===== config.mk =====
export PLATFORM = sky130hd
export DESIGN_NAME = rpa_cfg_regs
export DESIGN_NICKNAME = d
export VERILOG_FILES = /design/src/hw/rtl/rpa_pkg.sv /design/src/hw/rtl/rpa_cfg_regs.sv
export SDC_FILE = /design/constraint.sdc
export NUM_CORES = 1
export LEC_CHECK = 0
export BUFFER_PORTS_ARGS = -buffer_cell sky130_fd_sc_hd__buf_2
export CAP_MARGIN = 15
export CORE_MARGIN = 2
export CORE_UTILIZATION = 40
export CTS_BUF_LIST = sky130_fd_sc_hd__clkbuf_4 sky130_fd_sc_hd__clkbuf_8 sky130_fd_sc_hd__clkbuf_16
export CTS_CLUSTER_SIZE = 10
export DETAILED_ROUTE_END_ITERATION = 6
export MAX_ROUTING_LAYER = met4
export PLACE_DENSITY = 0.66
export SETUP_SLACK_MARGIN = 0.2
export SLEW_MARGIN = 20
export SYNTH_ARGS = -nofsm -noshare
export SYNTH_HDL_FRONTEND = slang
export SYNTH_SLANG_ARGS = --single-unit

===== constraint.sdc =====
create_clock -name clk -period 2.2 [get_ports clk]
set_clock_uncertainty 0.15 [all_clocks]
set_input_delay 0.44 -clock clk [delete_from_list [all_inputs] [get_ports clk]]
set_output_delay 0.44 -clock clk [all_outputs]
set_load 0.05 [all_outputs]

===== src/hw/rtl/rpa_pkg.sv =====
// rpa_pkg: shared types, register indexes and saturation helpers for the
// rotate-about-axis block. No dependencies.
package rpa_pkg;

    localparam int unsigned CFG_IDX_W  = 3;
    localparam int unsigned CFG_DATA_W = 32;

    localparam logic [CFG_IDX_W-1:0] CFG_ORIGIN_X = 3'd0;
    localparam logic [CFG_IDX_W-1:0] CFG_ORIGIN_Y = 3'd1;
    localparam logic [CFG_IDX_W-1:0] CFG_ORIGIN_Z = 3'd2;
    localparam logic [CFG_IDX_W-1:0] CFG_ALIGN_Z  = 3'd3;
    localparam logic [CFG_IDX_W-1:0] CFG_ALIGN_Y  = 3'd4;
    localparam logic [CFG_IDX_W-1:0] CFG_STEP     = 3'd5;

    localparam logic signed [31:0] ORIGIN_RST     = 32'sd65536;
    localparam logic [31:0]        TRIG_UNIT_RST  = 32'h4000_0000;
    localparam logic [31:0]        STEP_TRIG_RST  = 32'h3EB9_0CB7;

    localparam logic signed [31:0] S32_MAX = 32'sh7FFF_FFFF;
    localparam logic signed [31:0] S32_MIN = 32'sh8000_0000;
    localparam logic signed [16:0] TRIG_ONE = 17'sd16384;

    typedef struct packed {
        logic signed [31:0] origin_x;
        logic signed [31:0] origin_y;
        logic signed [31:0] origin_z;
        logic [31:0]        align_z_trig;
        logic [31:0]        align_y_trig;
        logic [31:0]        step_trig;
    } cfg_t;

    function automatic logic signed [31:0] sat33(input logic signed [32:0] v);
        logic signed [31:0] r;
        if (v[32] != v[31])
            r = v[32] ? S32_MIN : S32_MAX;
        else
            r = v[31:0];
        return r;
    endfunction

    function automatic logic signed [31:0] sat36(input logic signed [35:0] v);
        logic signed [31:0] r;
        if ((&v[35:31]) || !(|v[35:31]))
            r = v[31:0];
        else
            r = v[35] ? S32_MIN : S32_MAX;
        return r;
    endfunction

endpackage


===== src/hw/rtl/rpa_cfg_regs.sv =====
// rpa_cfg_regs: configuration register file, write-only port.
// Depends on rpa_pkg.
module rpa_cfg_regs (
    input  logic                            clk,
    input  logic                            rst_n,
    input  logic                            cfg_we,
    input  logic [rpa_pkg::CFG_IDX_W-1:0]   cfg_index,
    input  logic [rpa_pkg::CFG_DATA_W-1:0]  cfg_wdata,
    output rpa_pkg::cfg_t                   cfg
);
    import rpa_pkg::*;

    cfg_t cfg_reg;
    cfg_t cfg_next;

    always_comb
    begin
        cfg_next = cfg_reg;
        if (cfg_we)
        begin
            unique case (cfg_index)
                CFG_ORIGIN_X: cfg_next.origin_x     = $signed(cfg_wdata);
                CFG_ORIGIN_Y: cfg_next.origin_y     = $signed(cfg_wdata);
                CFG_ORIGIN_Z: cfg_next.origin_z     = $signed(cfg_wdata);
                CFG_ALIGN_Z:  cfg_next.align_z_trig = cfg_wdata;
                CFG_ALIGN_Y:  cfg_next.align_y_trig = cfg_wdata;
                CFG_STEP:     cfg_next.step_trig    = cfg_wdata;
                default:      cfg_next = cfg_reg;
            endcase
        end
    end

    always_ff @(posedge clk or negedge rst_n)
    begin
        if (!rst_n)
        begin
            cfg_reg.origin_x     <= ORIGIN_RST;
            cfg_reg.origin_y     <= ORIGIN_RST;
            cfg_reg.origin_z     <= ORIGIN_RST;
            cfg_reg.align_z_trig <= TRIG_UNIT_RST;
            cfg_reg.align_y_trig <= TRIG_UNIT_RST;
            cfg_reg.step_trig    <= STEP_TRIG_RST;
        end
        else
        begin
            cfg_reg <= cfg_next;
        end
    end

    assign cfg = cfg_reg;

    a_origin_x_write: assert property (@(posedge clk) disable iff (!rst_n)
        (cfg_we && cfg_index == CFG_ORIGIN_X) |=> cfg_reg.origin_x == $past(cfg_wdata))
        else $error("origin x write lost");

endmodule


### After elaboration in Yosys (flattened, before gate mapping)

Cells that the tools add are included.

| word-level totals | value |
|---|---|
| flip-flop bits (word level) | 192 |
| bits of input ports | 38 |
| word-level logic and storage cells | 18 |

| cells by class | value |
|---|---|
| equality and inequality tests | 5 |
| reduce and logical (&&, ||, !) cells | 7 |

Operators with widths:

| kind | count |
|---|---|
| 2-bit AND reduction | 6 |
| 3-bit by 2-bit == test with 1-bit output (second input constant) | 2 |
| 3-bit == test (second input constant) | 2 |
| 3-bit by 1-bit == test with 1-bit output (second input constant) | 1 |
| 3-bit logical NOT | 1 |

### Logic depth before layout (Yosys ltp)

Gate-level depths: netlist (run 1).

| logic depth | value |
|---|---|
| word-level depth | 2 |
| gate-level depth with buffers | 5 |

### Least setup slack after synthesis (run 1)

No wires, ideal clock.

| timing path | value |
|---|---|
| path type | input to register |
| start | input cfg_index[0] (netlist bit) |
| end | register cfg_reg, in the netlist cfg[160] |
| arrival time | 1.466 ns |
| required time | 1.925 ns |
| setup slack | 0.459 ns |
| stages | 4 |
| cells stage by stage | buf_6 nor4b_4 buf_6 mux2_4 |

| between the ends | value |
|---|---|
| word-level cells in the longest chain between the ends | 2 |

RTL lines:

| what | RTL line | text |
|---|---|---|
| start: declaration | rpa_cfg_regs.sv:7 | `input logic [rpa_pkg::CFG_IDX_W-1:0] cfg_index,` |
| 3-bit logical NOT | rpa_cfg_regs.sv:21 | `unique case (cfg_index)` |
| 2-bit AND reduction (no source line) | n/a |  |
| end signal: assignment | rpa_cfg_regs.sv:46 | `cfg_reg <= cfg_next;` |
| end: declaration | rpa_cfg_regs.sv:13 | `cfg_t cfg_reg;` |

No other way between the ends.
A chain may end at the register's enable or synchronous reset.

### Worst setup path in the final report (run 1)

| timing path | value |
|---|---|
| start | register cfg_reg, in the netlist cfg[16] |
| end | output cfg[16] (netlist bit) |

RTL lines:

| what | RTL line | text |
|---|---|---|
| end: declaration | rpa_cfg_regs.sv:9 | `output rpa_pkg::cfg_t cfg` |

No word-level cell between the ends.

==> run summary, run 1 <==
Status = finished clean
Time the worst path needs with I/O delays and setup = 1.80 ns
Pwr dens = 1350 nW/um^2
Type of the worst min-delay path = in2reg
Share of cells above drive strength 1 = 65.2%
IO Port Bufs = 229
Total global-route track usage = 18.6%
Crit Path Max Fanout = 2
Syn nets = 450
Relative slew slack = 65.5%
Routed wire length = 16900 um
Worst Tran Pin Value = 0.517 ns
CTS resizes = 0
Iter 0 DRT Violations = 120
Fin Hold WS = 0.160 ns
TritonCTS Sinks = 192
Vias = 4432
Fin. Hold Viols = 0
CTS max path bufs = 2
Final core occ = 52.8%
Mux cell area share after synthesis = 30.8%
Die area = 19600 um^2
Worst Hold Depth = 2
Nets = 691
CP Launch Type = register
Synth Area in Compound Gates = 0%
Dominant cell type by area after synthesis = dfrtp_1
Worst Reg-to-Reg Cells = 1
Detailed placer's ending HPWL = 11800 um
WP data arrival = 1.21 ns
Synthesized flop and latch total = 192
Die X = 140 um
Worst Hold Launch = cfg_wdata[12]
First-pass GRT wire length = 27500 um
Post-synthesis sequential area ratio = 65.4%
Fmax = 0.555 GHz
Post-route cell area = 9510 um^2
First-pass DRT Iterations = 5
Largest net degree at the start of global routing = 51
Max rail drop VDD = 0.586 mV
Die Height = 140 um
Library cells used by synthesis = 11
R2r setup slk = 1.24 ns
Leak = 4.57 nW
CP peak stage delay = 0.53 ns
Levels on crit path = 1
Layout area overhead = 28.6%
CP max stage cell = dfstp_2
Worst-Skew Late Latency = 0.41 ns
Mean Syn Cell Area = 17.9 um^2
Global placement routability congestion = 0.759
H-tree levels = 4
Final worst-path cycle share = 81.9%
Post-route ant nets = 0
Initial antenna violation count = 0
Max reg flops = 192
FF-to-FF End = cfg[189]
Post-synth top area share = 57.2%
Crit-path cells = buf_2
I/O Pins = 230
GRT overflow = 0
Largest family of logic cells by synthesized area = multiplexers
Vias in the first global route = 4817
Setup CP Type = reg2out
Diode count = 0
Initial Util = 41.0%
Clock-pin slew on the worst setup and hold paths = 0.07 ns
Hold Path Sink = cfg[140]
Area contributors post-synth = dfrtp_1, mux2_2, mux2_1
Post-Syn Area = 7390 um^2
Placement Cell Area = 8860 um^2
Clock root buffer = clkbuf_16
Simple-Gate Fraction of Synth Area = 0.965%
Vias/cell = 4.95
Cts bufs inserted = 17
CTS tree = done
Setup TNS = 0 ns
Drc violations = 0
CP delay by family, top = flip-flops
Total core area = 18000 um^2
Critical path endpoint category = primary output
# fillers = 1509
RSZ-0062 raised after global routing = no
MaxCap Viol Count = 0
WP data required = 1.61 ns
Adder-cell share of the synthesized area = 0%
Synth Area in XOR/XNOR = 0%
Slew Limit Fails = 0
Beginning of the worst register-to-register path = cfg[189]
YS warnings = 0
Syn Inst Count = 412
Site row count = 49
Setup-failing EPs final = 0
DR WL/cell = 18.9 um
Buffers & Inverters on Critical Path = 1
==> per-layer routing <==
| layer | track usage, % | routed length [um] | up-vias |
|---|---|---|---|
| met5 | - | 0 | - |
| met4 | 6.05 | 246 | 0 |
| met3 | 4.58 | 903 | 21 |
| met2 | 29.8 | 8380 | 142 |
| met1 | 23.4 | 7350 | 2317 |
| li1 | - | - | 1952 |
==> cells by family (layout without fill, tap and decap cells) <==
kind of cell           Yosys count  in the layout
buffers and inverters           22            276
DFF                            192            192
muxes                          192            192
and+or+nand+nor                  6              6
==> layout by cell type, fill, tap and decap left out, drive strengths merged <==
cell and count:
buf 243, dlygate4sd3 1, bufinv 4, clkinv 2, nor4bb 3, nor4b 1
clkinvlp 2, mux2 192, dfrtp 169, dfstp 23, inv 3, clkbuf 21
nand4b 2
==> final cells by class <==
| class | count | area, um^2 | share of cell area (%) |
|---|---|---|---|
| Multi-Input combinational cell | 198 | 2390 | 25.1 |
| Clock buffer | 21 | 468 | 4.92 |
| Clock inverter | 11 | 175 | 1.84 |
| Timing Repair Buffer | 244 | 1360 | 14.3 |
| Sequential cell | 192 | 4830 | 50.8 |
| Tap cell | 229 | 287 | 3.01 |
==> metrics by stage <==
| stage | instances | setup slack, ns | power [W] |
|---|---|---|---|
| after floorplan | 412 | 0.459 | 0.00836 |
| after global placement | 862 | 0.287 | 0.00952 |
| after detailed placement | 862 | 0.268 | 0.00962 |
| after CTS | 895 | 0.369 | 0.0130 |
| after global routing | 895 | 0.351 | 0.0134 |
| final | 895 | 0.399 | 0.0128 |
==> worst max path at each step <==
stage / startpoint / endpoint / slack (ns)
2_1_floorplan: cfg_index[0] / cfg[160] / 0.46
3_5_place_dp: cfg_index[1] / cfg[179] / 0.27
3_3_place_gp: cfg_index[1] / cfg[180] / 0.29
6_report: cfg[16] / cfg[16] / 0.40
4_1_cts: cfg[176] / cfg[176] / 0.37
5_1_grt: cfg[11] / cfg[11] / 0.35
==> synth_stat cells <==
cell / count
nor4bb_1: 3
buf_2: 9
nand4b_1: 2
dfrtp_1: 169
dfstp_2: 23
mux2_1: 60
buf_6: 7
mux2_2: 102
buf_8: 6
nor4b_4: 1
mux2_4: 30
==> where the power goes <==
part           internal [W]  leakage, nW  switching (W)
combinational       0.00118         1.98        0.00358
sequential          0.00437         2.27       0.000394
clock               0.00200        0.312        0.00132
==> what timing repair did <==
action                                  4_1_cts  5_1_grt
hold buffers                                  1        0
hold endpoints to repair                     36        0
setup buffers                                 0        0
endpoints found under the setup margin        0        0
(Power assumes the default switching activity.)
==> inputs of run 2 (changes only) <==
Settings changed: PLACE_DENSITY 0.66 to 0.68.
Clock period 2.2 ns to 1.5 ns, I/O delays scaled along.
==> run 2 against run 1 <==
  * The flow now finishes with violations (negative setup slack)
  * Count of clock-buffer cells in the layout shrank 1
  * Global-route usage up 5.1 points
  * Final cell count rose by 18%
  * Sequential power rose by 56%
  * Largest cell class unchanged
  * Highest routed layer unchanged
==> run summary, run 2 (synthesized netlist as in run 1, its figures left out) <==
Worst Hold Depth = 2
CP Launch Type = register
Fin Hold WS = 0.0398 ns
TritonCTS Sinks = 192
CTS max path bufs = 2
Nets = 854
Violated checks = negative setup slack
Global placement routability congestion = 0.767
WP data arrival = 1.15 ns
Type of the worst min-delay path = in2reg
Relative slew slack = 77.5%
Diode count = 0
Max rail drop VDD = 1.01 mV
Site row count = 49
Total global-route track usage = 23.7%
Routed met3 length = 952 um
Leak = 6.27 nW
First-pass GRT wire length = 34500 um
Time the worst path needs with I/O delays and setup = 1.60 ns
FF-to-FF End = cfg[123]
Die area = 19600 um^2
Placement Cell Area = 9480 um^2
Pwr dens = 1770 nW/um^2
Initial Util = 41.0%
CP peak stage delay = 0.57 ns
Largest net degree at the start of global routing = 51
Vias = 5253
GRT overflow = 0
Top Metal Used = met4
Initial antenna violation count = 0
Beginning of the worst register-to-register path = cfg[123]
Slew Limit Fails = 0
First-pass DRT Iterations = 4
Critical path endpoint category = primary output
I/O Pins = 230
Fmax = 0.627 GHz
Buffers & Inverters on Critical Path = 1
Die Height = 140 um
Vias in the first global route = 5713
Die X = 140 um
Worst-Skew Late Latency = 0.42 ns
CP delay by family, top = flip-flops
Fin. Hold Viols = 0
Setup CP Type = reg2out
Crit-path cells = buf_8
Setup-failing EPs final = 23
WP data required = 1.05 ns
Clock root buffer = clkbuf_16
Final worst-path cycle share = 106%
RSZ-0062 raised after global routing = yes
Status = complete, but fails checks
Non-filler instance count after layout = 1058
Met2 routed WL = 12300 um
Total core area = 18000 um^2
Drc violations = 0
R2r setup slk = 0.29 ns
Vias/cell = 4.97
CP max stage cell = dfstp_2
Post-route cell area = 12700 um^2
Worst Tran Pin Value = 0.338 ns
Worst Hold Launch = cfg_wdata[23]
Worst Reg-to-Reg Cells = 3
Dpl ws = -0.321 ns
Cts bufs inserted = 17
Commonest non-fill, non-tap cell in the layout = buf_6
CTS tree = done
Setup ws final = -0.0957 ns
Post-route ant nets = 0
Iter 0 DRT Violations = 201
Detailed placer's ending HPWL = 13400 um
Crit Path Max Fanout = 2
DR WL/cell = 22.6 um
Metal-1 WL = 10000 um
Commonest non-fill, non-tap cells in the layout = buf_6, dfrtp_1, mux2_4, buf_4, mux2_2
Routed wire length = 23900 um
Clock-pin slew on the worst setup and hold paths = 0.07 ns
H-tree levels = 4
MaxCap Viol Count = 0
IO Port Bufs = 229
Max reg flops = 192
Layout area overhead = 71.9%
Share of cells above drive strength 1 = 79.3%
DP Cell Count = 873
Hold Path Sink = cfg[119]
==> run 2: cell types whose count changed in the layout (fill, tap and decap cells not counted), moves of 23 or more <==
cell    previous run  this run
mux2_2           102        37
buf_2            228        33
mux2_1            60         0
mux2_4            30       155
buf_6              1       177
buf_4              7       149
buf_8              0        23
==> run 2: area by class of cell <==
| type | instances | area, um^2 |
|---|---|---|
| Fill cell | 1086 | 5320 |
| Tap cell | 229 | 287 |
| Multi-Input combinational cell | 198 | 2860 |
| Clock buffer | 20 | 467 |
| Clock inverter | 12 | 123 |
| Timing Repair Buffer | 407 | 4140 |
| Sequential cell | 192 | 4830 |
==> run 2: how the worst max path moves through the flow <==
stage,cells past startpoint,endpoint,startpoint
5_1_grt,1,cfg[21],cfg[21]
3_3_place_gp,4,cfg[33],cfg_index[1]
3_5_place_dp,4,cfg[162],cfg_index[1]
4_1_cts,1,cfg[29],cfg[29]
6_report,1,cfg[21],cfg[21]
2_1_floorplan,4,cfg[160],cfg_index[0]
==> run 2: worst reg2reg max path: cells and delay by family (launching register included) <==
kind	cells	cell delay (ns)
muxes	1	0.26
DFF	1	0.42
buffers and inverters	2	0.27
==> run 2: metrics by stage <==
stage / total power (W) / TNS (ns) / utilization, %
floorplan: 0.0128 / -7.21 / -
global placement: 0.0146 / -42.81 / 52.6
detailed placement: 0.0148 / -48.63 / 52.6
CTS: 0.0219 / -2.11 / 68.2
global route: 0.0232 / -2.54 / 70.5
finish: 0.0225 / -1.75 / 70.5
==> run 2: repair_timing <==
item | CTS | global route
gates cloned | 3 | 2
endpoints found under the hold margin | 147 | 0
hold buffers | 1 | 0
buffers inserted | 102 | 45
resized for setup | 423 | 9
pin swaps | 5 | 2
endpoints found under the setup margin | 304 | 240
==> run 2: routing by layer <==
layer,global-route usage [%],vias up
li1,-,2266
met1,30.3,2774
met2,39.1,175
met3,3.73,38
met4,7.47,0
met5,-,-
==> run 2: power breakdown <==
group / leakage (nW) / switching, W / total [W] / internal [W]
Clock: 0.292 / 0.00211 / 0.00458 / 0.00247
Sequential: 2.27 / 0.000991 / 0.00742 / 0.00643
Combinational: 3.71 / 0.00575 / 0.0105 / 0.00472
Total: 6.27 / 0.00885 / 0.0225 / 0.0136
==> inputs of run 3 (changes only) <==
Settings changed: BUFFER_PORTS_ARGS -buffer_cell sky130_fd_sc_hd__buf_2 to not set, CORE_MARGIN 2 to not set, DONT_BUFFER_PORTS set to 1, PLACE_DENSITY 0.68 to 0.57, TNS_END_PERCENT set to 20.
==> run 3 against run 2 <==
  * The run ends with negative hold slack, negative setup slack left
  * Register-to-register slack better by 0.09 ns
  * Clock power is 5.5% higher
  * Sequential power is 42% higher
  * Cell area is 26% lower
  * Global-route usage is 6.0 points lower
  * Utilization is 18 points lower
  * Via count is 27% lower
  * First-iteration DRC count is 20% lower
  * Sequential cell count stayed put
  * Routed wire length is 32% lower
  * Non-clock buffer count is 312 lower
==> run summary, run 3 (synthesized netlist as in run 1, its figures left out) <==
Time the worst path needs with I/O delays and setup = 1.58 ns
Metal-1 WL = 6660 um
Site row count = 49
Net Sw Frac = 40.7%
MaxCap Viol Count = 0
GRT overflow = 0
Die area = 19000 um^2
Combinational share of power = 17.3%
Drc violations = 0
Final worst-path cycle share = 105%
Fin. Hold Viols = 192
Post-route cell area = 9370 um^2
Final core occ = 52.0%
Initial antenna violation count = 0
WP data required = 1.05 ns
Worst Tran Pin Value = 0.308 ns
Iter 0 DRT Violations = 161
Critical path endpoint category = primary output
Vias in the first global route = 4153
I/O Pins = 230
Largest net degree at the start of global routing = 193
Internal Power = 0.0110 W
FF-to-FF End = cfg[0]
Diode count = 0
Commonest non-fill, non-tap cell in the layout = dfrtp_2
Type of the worst min-delay path = in2async
Vias/cell = 5.11
DR WL/cell = 21.7 um
Status = complete, but fails checks
Placement Cell Area = 8070 um^2
First-pass GRT wire length = 24200 um
RSZ-0062 raised after global routing = yes
Beginning of the worst register-to-register path = cfg[0]
Fin Hold WS = -0.573 ns
Met2 routed WL = 7950 um
Die Height = 138 um
Setup CP Type = reg2out
H-tree levels = 4
Routed met3 length = 1350 um
Top Metal Used = met4
Setup-failing EPs final = 23
Max rail drop VDD = 1.05 mV
R2r setup slk = 0.38 ns
CTS Hold Buffers Added = 32
IO Port Bufs = 0
Die X = 138 um
Fmax = 0.635 GHz
Reg power frac = 56.6%
Cts bufs inserted = 17
Layout area overhead = 26.8%
Commonest non-fill, non-tap cells in the layout = dfrtp_2, mux2_2, mux2_1, dfrtp_1, buf_6
CP Launch Type = register
Post-route ant nets = 0
Worst Reg-to-Reg Cells = 1
WP data arrival = 1.13 ns
Routed wire length = 16200 um
Clk pwr share = 26.1%
Max reg flops = 192
Violated checks = negative hold slack, negative setup slack
Relative slew slack = 79.5%
TritonCTS Sinks = 192
Crit Path Max Fanout = 2
Multi-input logic area = 2420 um^2
Dpl ws = -0.122 ns
Share of cells above drive strength 1 = 73.7%
Detailed placer's ending HPWL = 10400 um
Vias = 3810
Clock root buffer = clkbuf_16
Global placement routability congestion = 0.726
Net Sw Power = 0.00755 W
Worst-Skew Late Latency = 0.42 ns
Pwr dens = 1980 nW/um^2
# fillers = 1487
Reg area = 4980 um^2
Initial Util = 41.0%
Nets = 542
Slew Limit Fails = 0
First-pass DRT Iterations = 4
CTS max path bufs = 2
CTS tree = done
Setup ws final = -0.0754 ns
Clock-pin slew on the worst setup and hold paths = 0.07 ns
Total core area = 18000 um^2
Total global-route track usage = 17.7%
Leak = 3.94 nW
-- run 3: worst max path at each step --
stage	endpoint	start	cells past startpoint	slack, ns
after floorplan	cfg[160]	cfg_index[0]	4	-0.1
after global placement	cfg[179]	cfg_index[1]	3	-0.09
after detailed placement	cfg[147]	cfg_index[1]	3	-0.12
after CTS	cfg[0]	cfg[0]	0	-0.10
after global routing	cfg[0]	cfg[0]	0	-0.11
final	cfg[0]	cfg[0]	0	-0.08
-- run 3: stage by stage --
stage / cells / total power [W] / TNS (ns)
after global placement: 681 / 0.0132 / -5.54
final: 746 / 0.0185 / -1.37
after global routing: 746 / 0.0192 / -2.23
after detailed placement: 681 / 0.0133 / -7.43
after CTS: 745 / 0.0187 / -1.95
after floorplan: 412 / 0.0123 / -6.60
-- run 3: layout make-up --
| class | count | area share, % |
|---|---|---|
| multi-input combinational | 198 | 25.8 |
| tap | 229 | 3.06 |
| clock inverter | 13 | 2.14 |
| timing repair buffer | 95 | 11.1 |
| sequential | 192 | 53.2 |
| clock buffer | 19 | 4.70 |
-- run 3: timing repair --
action | 4_1_cts | 5_1_grt
resized for setup | 169 | 0
endpoints found under the hold margin | 384 | 192
setup buffers | 0 | 1
setup endpoints to repair | 192 | 192
-- run 3: layer usage --
layer	vias to the layer above	GRT usage, %
li1	1648	-
met1	2008	21.2
met2	140	27.8
met3	14	5.85
met4	0	6.40
met5	-	-
-- run 3: power by group through the flow --
| stage | registers, W | clock network, W | logic [W] |
|---|---|---|---|
| floorplan | 0.0111 | 0 | 0.00116 |
| global placement | 0.0104 | 0 | 0.00285 |
| detailed placement | 0.0104 | 0 | 0.00292 |
| CTS | 0.0105 | 0.00495 | 0.00324 |
| global route | 0.0107 | 0.00515 | 0.00338 |
| finish | 0.0105 | 0.00483 | 0.00322 |
